`config.mk`:
```
export PLATFORM = sky130hd
export DESIGN_NAME = text_console_char_writer_flat
export DESIGN_NICKNAME = d
export VERILOG_FILES = /design/src/rtl/tccw_pkg.sv /design/src/rtl/tccw_if.sv /design/src/rtl/text_console_char_writer.sv /design/src/rtl/tccw_ram.sv /design/src/flat_wrapper.sv
export SDC_FILE = /design/constraint.sdc
export NUM_CORES = 1
export LEC_CHECK = 0
export BUFFER_PORTS_ARGS = -buffer_cell sky130_fd_sc_hd__clkbuf_2
export CAP_MARGIN = 40
export CORE_MARGIN = 2
export CORE_UTILIZATION = 34
export CTS_CLUSTER_SIZE = 20
export DETAILED_ROUTE_END_ITERATION = 6
export MAX_ROUTING_LAYER = met4
export PLACE_DENSITY = 0.62
export SLEW_MARGIN = 20
export SYNTH_ARGS = -nofsm -noshare
export SYNTH_HDL_FRONTEND = slang
export SYNTH_SLANG_ARGS = --single-unit
```
`constraint.sdc`:
```
create_clock -name clk -period 7.4 [get_ports clk]
set_input_delay 0.74 -clock clk [delete_from_list [all_inputs] [get_ports clk]]
set_output_delay 0.74 -clock clk [all_outputs]
set_load 0.01 [all_outputs]
```
`src/rtl/tccw_pkg.sv`:
```
// ----------------------------------------------------------------------------
// tccw_pkg
// Shared widths, cell constants and control character codes for the text
// console character writer.
// ----------------------------------------------------------------------------
`default_nettype none

package tccw_pkg;

  localparam int CHAR_W    = 8;
  localparam int ROW_OUT_W = 5;
  localparam int COL_OUT_W = 7;
  localparam int CELL_W    = 16;

  localparam logic [CELL_W-1:0] BLANK_CELL = 16'h0720;
  localparam logic [7:0]        TEXT_ATTR  = 8'h07;

  localparam logic [CHAR_W-1:0] CH_NEWLINE   = 8'h0A;
  localparam logic [CHAR_W-1:0] CH_TAB       = 8'h09;
  localparam logic [CHAR_W-1:0] CH_BACKSPACE = 8'h08;

endpackage

`default_nettype wire

```
`src/rtl/tccw_if.sv`:
```
// ----------------------------------------------------------------------------
// tccw_char_if / tccw_cursor_if
// Valid/ready channels: character requests in, cursor reports out.
// ----------------------------------------------------------------------------
`default_nettype none

interface tccw_char_if;
  import tccw_pkg::*;

  logic              valid;
  logic              ready;
  logic [CHAR_W-1:0] char_code;

  modport source (output valid, output char_code, input ready);
  modport sink   (input valid, input char_code, output ready);
endinterface

interface tccw_cursor_if;
  import tccw_pkg::*;

  logic                 valid;
  logic                 ready;
  logic [ROW_OUT_W-1:0] cursor_row;
  logic [COL_OUT_W-1:0] cursor_col;
  logic                 scrolled;
  logic                 cell_written;

  modport source (output valid, output cursor_row, output cursor_col,
                  output scrolled, output cell_written, input ready);
  modport sink   (input valid, input cursor_row, input cursor_col,
                  input scrolled, input cell_written, output ready);
endinterface

`default_nettype wire

```
`src/rtl/text_console_char_writer.sv`:
```
// ----------------------------------------------------------------------------
// text_console_char_writer
// Text console putchar: keeps a COLUMNS x TEXT_ROWS screen of cells in a RAM
// and a cursor, and reports the cursor after every character request.
//
// char_ch   : one character byte per request (valid/ready).
// cursor_ch : one report per request: cursor row/column, scrolled flag and
//             whether a printable character was stored.
// Reset clears the cursor and sweeps the screen RAM to 0x0720, one cell per
// cycle, through all COLUMNS*TEXT_ROWS cells; char_ch is not ready during the sweep.
// A request that does not scroll is handled in its accept cycle and its
// report is valid on the next cycle, so one request per cycle is sustained
// while cursor_ch is taken. A request that scrolls copies the screen up one
// row through the single RAM read port (read one cell, write it back one
// row higher, pipelined), then blanks the bottom row, and only then is its
// report valid.
// A new request is taken while the report register is empty or being taken;
// a stalled cursor_ch holds the report and blocks further requests.
// Assumes COLUMNS is a multiple of TAB_WIDTH.
// ----------------------------------------------------------------------------
`default_nettype none

module text_console_char_writer #(
  parameter int COLUMNS   = 80,
  parameter int TEXT_ROWS = 25,
  parameter int TAB_WIDTH = 8
) (
  input  wire logic   clk,
  input  wire logic   rst,
  tccw_char_if.sink   char_ch,
  tccw_cursor_if.source cursor_ch
);

  import tccw_pkg::*;

  localparam int CELLS  = COLUMNS * TEXT_ROWS;
  localparam int ADDR_W = $clog2(CELLS);
  localparam int POS_W  = $clog2(CELLS + 1);
  localparam int COL_W  = $clog2(COLUMNS + 1);
  localparam int ROW_W  = $clog2(TEXT_ROWS + 1);
  localparam int PH_W   = $clog2(TAB_WIDTH);

  typedef enum logic [2:0] {
    ST_CLEAR,
    ST_IDLE,
    ST_COPY,
    ST_DRAIN,
    ST_FILL
  } state_t;

  state_t             state;
  logic [ROW_W-1:0]   row;
  logic [COL_W-1:0]   col;
  logic [PH_W-1:0]    phase;
  logic [POS_W-1:0]   pos;
  logic [ADDR_W-1:0]  sweep;
  logic [ADDR_W-1:0]  dst;
  logic               pend;
  logic               out_valid;
  logic               scr;
  logic               wrote;

  logic               accept;
  logic               take;
  logic [ROW_W-1:0]   row_next;
  logic [COL_W-1:0]   col_next;
  logic [PH_W-1:0]    phase_next;
  logic [POS_W-1:0]   pos_next;
  logic               printable;
  logic               scroll_next;
  logic [COL_W-1:0]   step;
  logic [COL_W-1:0]   col_sum;

  logic               we;
  logic [ADDR_W-1:0]  waddr;
  logic [CELL_W-1:0]  wdata;
  logic [CELL_W-1:0]  rdata;

  tccw_ram #(
    .WIDTH(CELL_W),
    .DEPTH(CELLS)
  ) u_screen (
    .clk  (clk),
    .we   (we),
    .waddr(waddr),
    .wdata(wdata),
    .raddr(sweep),
    .rdata(rdata)
  );

  assign take          = out_valid && cursor_ch.ready;
  assign char_ch.ready = (state == ST_IDLE) && (!out_valid || cursor_ch.ready);
  assign accept        = char_ch.valid && char_ch.ready;

  // cursor update for one character
  always_comb begin
    row_next   = row;
    col_next   = col;
    phase_next = phase;
    pos_next   = pos;
    printable  = 1'b0;
    step       = COL_W'(TAB_WIDTH) - COL_W'(phase);
    col_sum    = col + step;
    case (char_ch.char_code)
      CH_NEWLINE: begin
        col_next   = '0;
        row_next   = row + 1'b1;
        phase_next = '0;
        pos_next   = pos + POS_W'(COLUMNS) - POS_W'(col);
      end
      CH_TAB: begin
        phase_next = '0;
        pos_next   = pos + POS_W'(step);
        if (col_sum == COL_W'(COLUMNS)) begin
          col_next = '0;
          row_next = row + 1'b1;
        end else begin
          col_next = col_sum;
        end
      end
      CH_BACKSPACE: begin
        if (col != '0) begin
          col_next   = col - 1'b1;
          pos_next   = pos - 1'b1;
          phase_next = (phase == '0) ? PH_W'(TAB_WIDTH - 1) : phase - 1'b1;
        end
      end
      default: begin
        printable  = 1'b1;
        pos_next   = pos + 1'b1;
        phase_next = (phase == PH_W'(TAB_WIDTH - 1)) ? '0 : phase + 1'b1;
        if (col == COL_W'(COLUMNS - 1)) begin
          col_next = '0;
          row_next = row + 1'b1;
        end else begin
          col_next = col + 1'b1;
        end
      end
    endcase
    scroll_next = (row_next == ROW_W'(TEXT_ROWS));
  end

  // RAM write port: copy write-back, fill, clear, then character store
  always_comb begin
    we    = 1'b0;
    waddr = ADDR_W'(pos);
    wdata = {TEXT_ATTR, char_ch.char_code};
    if (pend) begin
      we    = 1'b1;
      waddr = dst;
      wdata = rdata;
    end else if (state == ST_FILL || state == ST_CLEAR) begin
      we    = 1'b1;
      waddr = sweep;
      wdata = BLANK_CELL;
    end else if (accept && printable) begin
      we = 1'b1;
    end
  end

  always_ff @(posedge clk) begin
    if (rst) begin
      state     <= ST_CLEAR;
      row       <= '0;
      col       <= '0;
      phase     <= '0;
      pos       <= '0;
      sweep     <= '0;
      pend      <= 1'b0;
      out_valid <= 1'b0;
      scr       <= 1'b0;
      wrote     <= 1'b0;
    end else begin
      if (take) begin
        out_valid <= 1'b0;
      end
      pend <= 1'b0;
      case (state)
        ST_CLEAR: begin
          sweep <= sweep + 1'b1;
          if (sweep == ADDR_W'(CELLS - 1)) begin
            state <= ST_IDLE;
          end
        end
        ST_IDLE: begin
          if (accept) begin
            col   <= col_next;
            phase <= phase_next;
            scr   <= scroll_next;
            wrote <= printable;
            if (scroll_next) begin
              row   <= row_next - 1'b1;
              pos   <= pos_next - POS_W'(COLUMNS);
              sweep <= ADDR_W'(COLUMNS);
              state <= ST_COPY;
            end else begin
              row       <= row_next;
              pos       <= pos_next;
              out_valid <= 1'b1;
            end
          end
        end
        ST_COPY: begin
          pend  <= 1'b1;
          dst   <= sweep - ADDR_W'(COLUMNS);
          if (sweep == ADDR_W'(CELLS - 1)) begin
            sweep <= ADDR_W'(CELLS - COLUMNS);
            state <= ST_DRAIN;
          end else begin
            sweep <= sweep + 1'b1;
          end
        end
        ST_DRAIN: begin
          state <= ST_FILL;
        end
        ST_FILL: begin
          if (sweep == ADDR_W'(CELLS - 1)) begin
            out_valid <= 1'b1;
            state     <= ST_IDLE;
          end else begin
            sweep <= sweep + 1'b1;
          end
        end
        default: state <= ST_IDLE;
      endcase
    end
  end

  assign cursor_ch.valid        = out_valid;
  assign cursor_ch.cursor_row   = ROW_OUT_W'(row);
  assign cursor_ch.cursor_col   = COL_OUT_W'(col);
  assign cursor_ch.scrolled     = scr;
  assign cursor_ch.cell_written = wrote;

  a_pos_matches_row_col: assert property (@(posedge clk) disable iff (rst)
    32'(pos) == 32'(row) * COLUMNS + 32'(col))
    else $error("linear cursor out of step with row/column");

  a_col_in_range: assert property (@(posedge clk) disable iff (rst)
    col < COL_W'(COLUMNS))
    else $error("cursor column past last column");

  a_scroll_lands_bottom: assert property (@(posedge clk) disable iff (rst)
    out_valid && scr |-> row == ROW_W'(TEXT_ROWS - 1))
    else $error("scroll report not on bottom row");

  a_scroll_defers_report: assert property (@(posedge clk) disable iff (rst)
    accept && scroll_next |=> !out_valid && state == ST_COPY)
    else $error("scrolling request reported before copy");

endmodule

`default_nettype wire

```
`src/rtl/tccw_ram.sv`:
```
// ----------------------------------------------------------------------------
// tccw_ram
// Generic single-write, single-read RAM with registered read data.
// ----------------------------------------------------------------------------
`default_nettype none

module tccw_ram #(
  parameter int WIDTH = 16,
  parameter int DEPTH = 2000
) (
  input  wire logic                     clk,
  input  wire logic                     we,
  input  wire logic [$clog2(DEPTH)-1:0] waddr,
  input  wire logic [WIDTH-1:0]         wdata,
  input  wire logic [$clog2(DEPTH)-1:0] raddr,
  output logic      [WIDTH-1:0]         rdata
);

  logic [WIDTH-1:0] mem [DEPTH];

  always_ff @(posedge clk) begin
    if (we) begin
      mem[waddr] <= wdata;
    end
    rdata <= mem[raddr];
  end

endmodule

`default_nettype wire

```
`src/flat_wrapper.sv`:
```
// flat-port wrapper written by rule: the top's interface ports become plain ports
module text_console_char_writer_flat import tccw_pkg::*;
#(
  parameter int COLUMNS   = 80,
  parameter int TEXT_ROWS = 25,
  parameter int TAB_WIDTH = 8
)
  (clk, rst, char_ch_valid, char_ch_char_code, char_ch_ready, cursor_ch_valid, cursor_ch_cursor_row, cursor_ch_cursor_col, cursor_ch_scrolled, cursor_ch_cell_written, cursor_ch_ready);
  tccw_char_if char_ch_i ();
  tccw_cursor_if cursor_ch_i ();
  input  wire logic clk;
  input  wire logic rst;
  input wire logic [$bits(char_ch_i.valid)-1:0] char_ch_valid;
  input wire logic [$bits(char_ch_i.char_code)-1:0] char_ch_char_code;
  output wire logic [$bits(char_ch_i.ready)-1:0] char_ch_ready;
  output wire logic [$bits(cursor_ch_i.valid)-1:0] cursor_ch_valid;
  output wire logic [$bits(cursor_ch_i.cursor_row)-1:0] cursor_ch_cursor_row;
  output wire logic [$bits(cursor_ch_i.cursor_col)-1:0] cursor_ch_cursor_col;
  output wire logic [$bits(cursor_ch_i.scrolled)-1:0] cursor_ch_scrolled;
  output wire logic [$bits(cursor_ch_i.cell_written)-1:0] cursor_ch_cell_written;
  input wire logic [$bits(cursor_ch_i.ready)-1:0] cursor_ch_ready;
  assign char_ch_i.valid = char_ch_valid;
  assign char_ch_i.char_code = char_ch_char_code;
  assign char_ch_ready = char_ch_i.ready;
  assign cursor_ch_valid = cursor_ch_i.valid;
  assign cursor_ch_cursor_row = cursor_ch_i.cursor_row;
  assign cursor_ch_cursor_col = cursor_ch_i.cursor_col;
  assign cursor_ch_scrolled = cursor_ch_i.scrolled;
  assign cursor_ch_cell_written = cursor_ch_i.cell_written;
  assign cursor_ch_i.ready = cursor_ch_ready;
  text_console_char_writer #(.COLUMNS(COLUMNS), .TEXT_ROWS(TEXT_ROWS), .TAB_WIDTH(TAB_WIDTH)) u_core (.clk(clk), .rst(rst), .char_ch(char_ch_i), .cursor_ch(cursor_ch_i));
endmodule
```
Word-level counts from Yosys, hierarchy flattened
Index checks and enable logic that the tools add are counted.
{"block": "op_classes", "n_eq_ne": 18, "div": 0, "n_reduce_logical": 16, "magnitude_cmp": 0, "shifts": 0, "bitwise": 0, "n_mul": 0, "muxes": 28, "n_addsub": 9}
{"cell": "11-bit 2-to-1 mux", "n": 4}
{"cell": "11-bit one-hot mux with 4 select lines", "n": 1}
{"cell": "8-bit by 4-bit equality test with 1-bit output, second input constant", "n": 3}
{"cell": "3-bit 2-to-1 mux", "n": 7}
{"cell": "7-bit 2-to-1 mux", "n": 3}
{"cell": "7-bit one-hot mux with 3 select lines", "n": 1}
{"cell": "5-bit 2-to-1 mux", "n": 3}
{"cell": "5-bit one-hot mux with 3 select lines", "n": 1}
{"cell": "7-bit equality test, second input constant", "n": 2}
{"cell": "3-bit one-hot mux with 4 select lines", "n": 1}
{"cell": "11-bit by 1-bit adder with 11-bit output, second input constant", "n": 1}
{"cell": "11-bit equality test, second input constant", "n": 1}
{"cell": "2-bit by 1-bit inequality test with 1-bit output, second input constant", "n": 5}
{"cell": "4-bit AND reduction", "n": 2}
{"cell": "7-bit by 1-bit adder with 7-bit output, second input constant", "n": 1}
{"cell": "7-bit adder", "n": 1}
{"cell": "7-bit nonzero test", "n": 1}
{"cell": "7-bit by 1-bit subtractor with 7-bit output, second input constant", "n": 1}
{"cell": "3-bit by 2-bit equality test with 1-bit output, second input constant", "n": 2}
{"cell": "3-bit equality test, second input constant", "n": 2}
{"cell": "3-bit logical NOT", "n": 2}
{"cell": "3-bit one-hot mux with 2 select lines", "n": 1}
{"cell": "5-bit by 1-bit adder with 5-bit output, second input constant", "n": 1}
{"cell": "5-bit equality test, second input constant", "n": 1}
{"cell": "16 further kinds", "n": 23}
{"block": "word_totals", "elab_cells": 79, "mem_bits_ro": 0, "latch_bits": 0, "regBits": 32, "mem_bits_rw": 0, "n_memories": 0, "out_inout_bits": 16}

Depth between registers and ports, before layout
Gate-level depths: netlist of the first run.
{"block": "depth", "ltp_word": 9, "mapped_depth": 20, "mapped_depth_nobuf": 18}

Least setup slack after synthesis of the first run
OpenSTA, ideal clock, no wires.
{"block": "synth_timing", "path_type": "reg-to-reg", "startpoint": "register u_core.phase[0]", "endpoint": "register u_core.sweep[1]", "stages_incl_launch_ff": 20, "path_buffers": 2, "setup_slack_ns": 3.313, "arrival_time_ns": 4.015, "t_required_ns": 7.328, "setup_ns": 0.072, "synth_period_minus_slack_ns": 4.087, "path_cell_list": "dfxtp_1 > inv_1 > ha_1 > inv_1 > fa_1 > nand2b_2 > a21oi_4 > xnor2_1 > or4_1 > buf_2 > nand2_1 > nand2_1 > a221oi_1 > ha_1 > inv_1 > a211oi_1 > or3b_1 > buf_6 > nand2_8 > mux2i_1"}
{"block": "synth_via", "elab_chain_len": 8}
{"item": "start, declared", "line": "text_console_char_writer.sv:54", "rtl": "logic [PH_W-1:0] phase;"}
{"item": "start signal, assigned", "line": "text_console_char_writer.sv:188", "rtl": "phase <= phase_next;"}
{"item": "4-bit by 3-bit subtractor with 5-bit output", "line": "text_console_char_writer.sv:102", "rtl": "step = COL_W'(TAB_WIDTH) - COL_W'(phase);"}
{"item": "7-bit adder", "line": "text_console_char_writer.sv:103", "rtl": "col_sum = col + step;"}
{"item": "7-bit equality test", "line": "text_console_char_writer.sv:114", "rtl": "if (col_sum == COL_W'(COLUMNS)) begin"}
{"item": "5-bit 2-to-1 mux", "line": "text_console_char_writer.sv:114"}
{"item": "5-bit one-hot mux with 3 select lines", "line": "text_console_char_writer.sv:104", "rtl": "case (char_ch.char_code)"}
{"item": "5-bit equality test", "line": "text_console_char_writer.sv:140", "rtl": "scroll_next = (row_next == ROW_W'(TEXT_ROWS));"}
{"item": "2-bit by 1-bit inequality test with 1-bit output (no line)"}
{"item": "4-bit AND reduction (no line)"}
{"item": "end signal, assigned", "line": "text_console_char_writer.sv:180", "rtl": "sweep <= sweep + 1'b1;"}
{"item": "end signal, assigned", "line": "text_console_char_writer.sv:194", "rtl": "sweep <= ADDR_W'(COLUMNS);"}
{"item": "end signal, assigned", "line": "text_console_char_writer.sv:207", "rtl": "sweep <= ADDR_W'(CELLS - COLUMNS);"}
{"item": "end, declared", "line": "text_console_char_writer.sv:56", "rtl": "logic [ADDR_W-1:0] sweep;"}
No other way between the ends.
A chain may end at the register's enable or synchronous reset.

Worst setup path in the final report of the first run
Ends and elaborated chain as after synthesis.

==> impl_results.md, run 1 <==
* Startpoint Class: register
* Post-synthesis cell area at roughly 2500 um^2
* Worst slew pin tran at around 0.77 ns
* Synth area leaders: dfxtp_1, ha_1, a21oi_1
* Comb pwr share at 0.045
* Final Net Count at 368
* Initial Utilization at 0.349
* Post-route ant nets at 0
* Worst Hold Depth at 2
* Reg2reg setup slack at 2.67 ns
* Overflow after GRT at 0
* Max Transition Viols Final at 0
* Rel. slew slack at 0.485
* GRT Overall Usage at 0.165
* First-pass GRT wire length at between 10 and 15 mm
* Die width at 90.1 um
* Cts repair resizes at 0
* Sequential share of the synthesized area at 0.254
* Sequential share of power at 0.521
* Tcrit/Tclk final at 0.640
* F_max at 0.211 GHz
* Vias in the first global route at 2,270
* Vias at around 2,500
* Clk pwr share at 0.433
* Worst R2R End: u_core.sweep[1]
* # clock sinks at 32
* DR WL/cell at roughly 15 um
* Die outline height at ~90 um
* Critical Path AT at 4.95 ns
* Hold WC Path Type: register to register
* Port Buffers at 27
* Clock root buffer: clkbuf_8
* Internal at roughly 0.25 mW
* Fin. Hold Viols at 0
* Critical Path Source: u_core.phase[0]
* Clk_lat worst skew at 0.29 ns
* RR Startpoint: u_core.phase[0]
* Cell taking the most area after synthesis: dfxtp_1
* Syn_area_per_cell at 7.75 um^2
* Initial DRT Pass Iterations at 7
* Static Leakage at ~1.0 nW
* Top cell type's share of synthesized area at 0.254
* Hpwl dp at 4.62 mm
* Core box area at approximately 7200 um^2
* Cells after Synth at 325
* Crit-path max FO at 8
* Cell Rows at 31
* H-Tree Depth at 2
* #FFs+latches synth at 32
* Worst vdd ir at 0.0816 mV
* CTS Hold Bufs at 0
* Fin crit period at approximately 4.7 ns
* Inst Count DP at 432
* Setup ws final at 2.67 ns
* Share of layout cells above drive strength 1 at 0.164
* Final Skew at just over 0.007 ns
* CTS tree: built
* Initial antenna violation count at 0
* Post-synth top flop: dfxtp_1
* Synth warn at 0
* Die Area at 8120 um^2
* Num CTS Buffers at 5
* Post-synth EDFFs at 0
* Setup TNS at 0 ns
* Setup bufs post-CTS at 0
* RSZ-0062 raised after global routing: false
* PwrDens at 120 nW/um^2
* Total wire length at approximately 6.5 mm
* P_sw at 0.0813 mW
* Kind of critical path: register to register
* Ys async rst share at 0
* Met2 usage at 0.266
* Setup Viol. Count Final at 0
* Status: complete, no violations
* # DRC at 0
* Pre-CTS setup slack at 2.71 ns
* Critical Path RT at ~7.6 ns
* M3 GR Usage at 0.0302
* Min Hold Slack at 0.469 ns
* CTS max path bufs at 2
* GP Congestion at 0.920
* GRT Max-Usage Layer: met2
* I/O pins at 28
* Synth cell types at 65
* Vias/cell at 5.60
* Largest net degree at the start of global routing at 38
* CP endpoint kind: register
* Sw frac at 0.243
* Syn-to-layout area delta at 10.9%
* Most common cell after layout, fill and taps aside: dfxtp_1
* Most frequent cells in the layout: dfxtp_1, nor2_1, clkbuf_2
* Worst-case reg-to-reg path depth at 17
* Syn Nets at 353
* Clock transition at path regs at 0.07 ns
* # Max-Cap Violations at 0
* Starting DRT DRC Count at 120
* Hold Path Sink: u_core.cursor_ch.scrolled
* Met1 Usage GRT at 0.215
* Hold Crit Start: u_core.cursor_ch.scrolled
* Ant. Diodes at 0
* Non-Filler Instances at 440
[stage by stage]
step / utilization / power (mW) / cell area, um^2
floorplan: - / 0.188 / 2520
global placement: 0.374 / 0.193 / 2700
detailed placement: 0.374 / 0.194 / 2700
CTS: 0.387 / 0.341 / 2790
global route: 0.387 / 0.348 / 2790
finish: 0.387 / 0.335 / 2790
[worst max-delay path by stage]
stage | endpoint | slack (ns) | depth (start not counted)
final | u_core.sweep[1] | 2.67 | 17
after global routing | u_core.sweep[1] | 2.33 | 17
after CTS | u_core.sweep[1] | 2.65 | 17
after detailed placement | u_core.sweep[9] | 2.71 | 17
after global placement | u_core.sweep[9] | 2.87 | 17
after floorplan | u_core.sweep[1] | 3.31 | 19
[final cells by class]
cell class,count,area [um^2]
Sequential cell,32,641
Clock buffer,6,82.6
Clock inverter,2,10.0
Multi-Input combinational cell,255,1720
Timing Repair Buffer,30,158
Inverter,16,60.1
Fill cell,763,4420
Tap cell,99,124
[flip-flops by register name, summed over array words and instances (netlist names)]
| name | flops |
|---|---|
| u_core.cursor_ch.cell_written | 1 |
| u_core.sweep | 11 |
| u_core.cursor_ch.scrolled | 1 |
| u_core.cursor_ch.cursor_row | 5 |
| u_core.phase | 3 |
| u_core.state | 3 |
| u_core.cursor_ch.valid | 1 |
| u_core.cursor_ch.cursor_col | 7 |
[worst max-delay path, stage by stage (launching register included)]
cell and delay (ns):
dfxtp_1 0.43, inv_1 0.07, ha_1 0.20, ha_1 0.30, ha_1 0.36, nand3_1 0.11
o22ai_1 0.21, xor2_1 0.10, or4_1 0.64, nand2_1 0.18, nand2_1 0.07, a221oi_1 0.55
ha_1 0.24, inv_1 0.06, a211oi_1 0.20, or3b_1 0.60, nand2_8 0.17, mux2i_1 0.18
[power groups by stage]
stage / registers [mW] / clock network [mW] / logic (mW)
floorplan: 0.178 / 0 / 0.00994
global placement: 0.179 / 0 / 0.0146
detailed placement: 0.179 / 0 / 0.0152
CTS: 0.175 / 0.151 / 0.0153
global route: 0.175 / 0.156 / 0.0167
finish: 0.175 / 0.145 / 0.0152
[layer usage]
layer	part of all wire	up-vias
met3	0.050	8
met4	0.013	0
met2	0.47	68
met1	0.46	1168
li1	-	1222
met5	0	-
[kinds of logic (layout without fill, tap and decap cells)]
logic type      after synthesis  after routing  share of synthesized area
flops                        32             32                      0.254
fa+ha+maj                    17             17                     0.0864
mux                           9              9                     0.0377
simple gates                133            133                      0.287
buf+inv                      38             54                     0.0636
compound gates               88             88                      0.243
xor+xnor                      8              8                     0.0278
[Yosys cell counts (all sizes together), types with 3 or more instances]
master / number
a31oi: 5
o21a: 4
o221ai: 4
nor2b: 5
a211oi: 11
nor2: 30
mux2i: 5
mux2: 4
a221oi: 3
nand2b: 7
ha: 15
dfxtp: 32
or4: 3
inv: 16
xor2: 6
nand2: 25
buf: 5
nand3: 15
a311oi: 3
o22ai: 3
and3: 7
nor4b: 3
nor3: 15
a21oi: 27
or2: 4
o21ai: 14
or3: 4
clkbuf: 17
No activity file was read; power rests on OpenSTA's default activity.
==> run 2: changes to the inputs <==
==> constraint.sdc (replaced) <==
create_clock -name clk -period 4.5 [get_ports clk]
set_input_delay 0.45 -clock clk [delete_from_list [all_inputs] [get_ports clk]]
set_output_delay 0.45 -clock clk [all_outputs]
set_load 0.01 [all_outputs]
==> run 2 against run 1 <==
Effect of this change: flip-flop and latch count unchanged; clock-buffer cell count decreased by 1; setup slack got worse by 2.4 ns; combinational power increased by 63%; critical path depth increased by 2.
==> impl_results.md, run 2 (synthesis results as in run 1) <==
* Status: complete, no violations
* Most common cell after layout, fill and taps aside: dfxtp_1
* CP peak stage delay at 0.54 ns
* Setup Viol. Count Final at 0
* Worst-case reg-to-reg path depth at 19
* GP Congestion at 0.918
* Initial DRT Pass Iterations at 5
* Final Skew at 0.00746 ns
* Clk_lat worst skew at 0.29 ns
* Fin crit period at ~4.2 ns
* Overflow after GRT at 0
* Final Net Count at 372
* CP max stage cell: or4_1
* CTS tree: built
* CTS max path bufs at 2
* Ant. Diodes at 0
* Critical Path RT at 4.65 ns
* Crit-path max FO at 8
* Hpwl dp at 4.64 mm
* Internal at 0.403 mW
* Startpoint Class: register
* # Max-Cap Violations at 0
* First-pass GRT wire length at 10.8 mm
* Worst R2R End: u_core.sweep[8]
* CP Capture Point: u_core.sweep[8]
* DR WL/cell at roughly 15 um
* Critical Path, Cell by Cell: inv_1, ha_1, inv_1, fa_1, nand2b_2, a21oi_4, xnor2_1, or4_1, buf_4, o21ai_0, nand2_1, xor2_2, inv_1, ha_1, inv_1, a211oi_2, or3b_4, nand2_8, a311oi_2
* Num CTS Buffers at 5
* Initial antenna violation count at 0
* # DRC at 0
* Tcrit/Tclk final at 0.944
* Largest net degree at the start of global routing at 38
* Clock transition at path regs at ~0.08 ns
* I/O pins at 28
* Comb pwr share at 0.046
* Rel. slew slack at 0.469
* Critical path depth at 19
* Core box area at 7210 um^2
* Starting DRT DRC Count at 153
* Critical Path Source: u_core.phase[1]
* Sequential share of power at 0.534
* Max Transition Viols Final at 0
* Share of layout cells above drive strength 1 at 0.188
* Total wire length at 6.47 mm
* Min Hold Slack at around 0.47 ns
* Cell area after layout at around 2900 um^2
* Final core occ at 0.395
* Vias in the first global route at 2,250
* CP endpoint kind: register
* Top delay family on crit path: simple AND/OR/NAND/NOR gates
* RR Startpoint: u_core.phase[1]
* Area after DPL at about 2700 um^2
* Die Area at 8120 um^2
* Worst vdd ir at 0.128 mV
* Setup ws final at around 0.25 ns
* Top reg by flops: u_core.sweep
* Clock root buffer: clkbuf_8
* Kind of critical path: register to register
* Die outline height at about 90 um
* P_sw at between 0.1 and 0.15 mW
* Max reg flops at 11
* Crit path top cell by count: inv_1
* Buffers & Inverters on Critical Path at 5
* Pre-CTS setup slack at approximately 0.097 ns
* Most frequent cells in the layout: dfxtp_1, nor2_1, clkbuf_2
* Static Leakage at between 1 and 1.5 nW
* Cell Rows at 31
* Hold WC Path Type: register to register
* PwrDens at between 150 and 200 nW/um^2
* F_max at 0.235 GHz
* Sw frac at 0.251
* Port Buffers at 27
* Reg2reg setup slack at roughly 0.25 ns
* Vias/cell at around 5.6
* Fillers at 760
* Vias at about 2,500
* H-Tree Depth at 2
* Die width at 90.1 um
* GRT Overall Usage at 0.163
* Worst Hold Depth at 2
* Syn-to-layout area delta at 13.1%
* Initial Utilization at 0.349
* Worst slew pin tran at 0.796 ns
* Clk pwr share at 0.420
* Fin. Hold Viols at 0
* Post-route ant nets at 0
* # clock sinks at 32
* Critical Path AT at 4.40 ns
-- run 2: cell count changes in the layout (fill, tap and decap cells not counted), sizes merged --
cell | before | now
buf | 3 | 7
clkbuf | 33 | 32
clkinv | 2 | 3
-- run 2: power by group through the flow --
stage	clock network [mW]	logic, mW	registers (mW)
2_1_floorplan	0	0.0163	0.293
3_3_place_gp	0	0.0241	0.294
3_5_place_dp	0	0.0246	0.294
4_1_cts	0.233	0.0246	0.287
5_1_grt	0.245	0.0279	0.287
6_report	0.226	0.0248	0.287
-- run 2: layout make-up --
| class | count | area [um^2] | area share |
|---|---|---|---|
| tap | 99 | 124 | 0.0435 |
| timing repair buffer | 34 | 188 | 0.0658 |
| sequential | 32 | 642 | 0.225 |
| inverter | 16 | 60.1 | 0.0211 |
| multi-input combinational | 255 | 1750 | 0.614 |
| clock inverter | 3 | 18.8 | 0.00658 |
| clock buffer | 5 | 68.8 | 0.0241 |
-- run 2: metal layers --
metal	GRT usage	vias up	part of all wire
met4	0.0590	0	0.023
met3	0.0377	15	0.080
met1	0.214	1163	0.45
met2	0.247	93	0.45
met5	-	-	0
li1	-	1223	-
-- run 2: worst reg2reg max path, cell delays in order (launching register included) --
cell	delay (ns)
dfxtp_1	0.38
inv_1	0.06
ha_1	0.30
inv_1	0.08
fa_1	0.42
nand2b_2	0.21
a21oi_4	0.16
xnor2_1	0.07
or4_1	0.54
buf_4	0.19
o21ai_0	0.17
nand2_1	0.11
xor2_2	0.20
inv_1	0.08
ha_1	0.13
inv_1	0.08
a211oi_2	0.20
or3b_4	0.50
nand2_8	0.12
a311oi_2	0.09
-- run 2: worst min path at each step --
stage                              startpoint                   endpoint  slack [ns]
floorplan                    u_core.sweep[10]           u_core.sweep[10]        0.45
global placement    u_core.cursor_ch.scrolled  u_core.cursor_ch.scrolled        0.46
detailed placement  u_core.cursor_ch.scrolled  u_core.cursor_ch.scrolled        0.46
CTS                           cursor_ch_ready     u_core.cursor_ch.valid        0.47
global route                  cursor_ch_ready     u_core.cursor_ch.valid        0.49
finish              u_core.cursor_ch.scrolled  u_core.cursor_ch.scrolled        0.47
-- run 2: what timing repair did --
action,CTS,global route
resized for setup,0,6
hold buffers,0,0
setup endpoints to repair,0,19
buffers inserted,0,0
-- run 2: metrics by stage --
step | total power [mW] | TNS [ns] | std cells
final | 0.538 | 0 | 444
after global routing | 0.561 | -0.194 | 444
after CTS | 0.545 | 0 | 444
after detailed placement | 0.318 | 0 | 436
after global placement | 0.318 | 0 | 436
after floorplan | 0.310 | 0 | 325
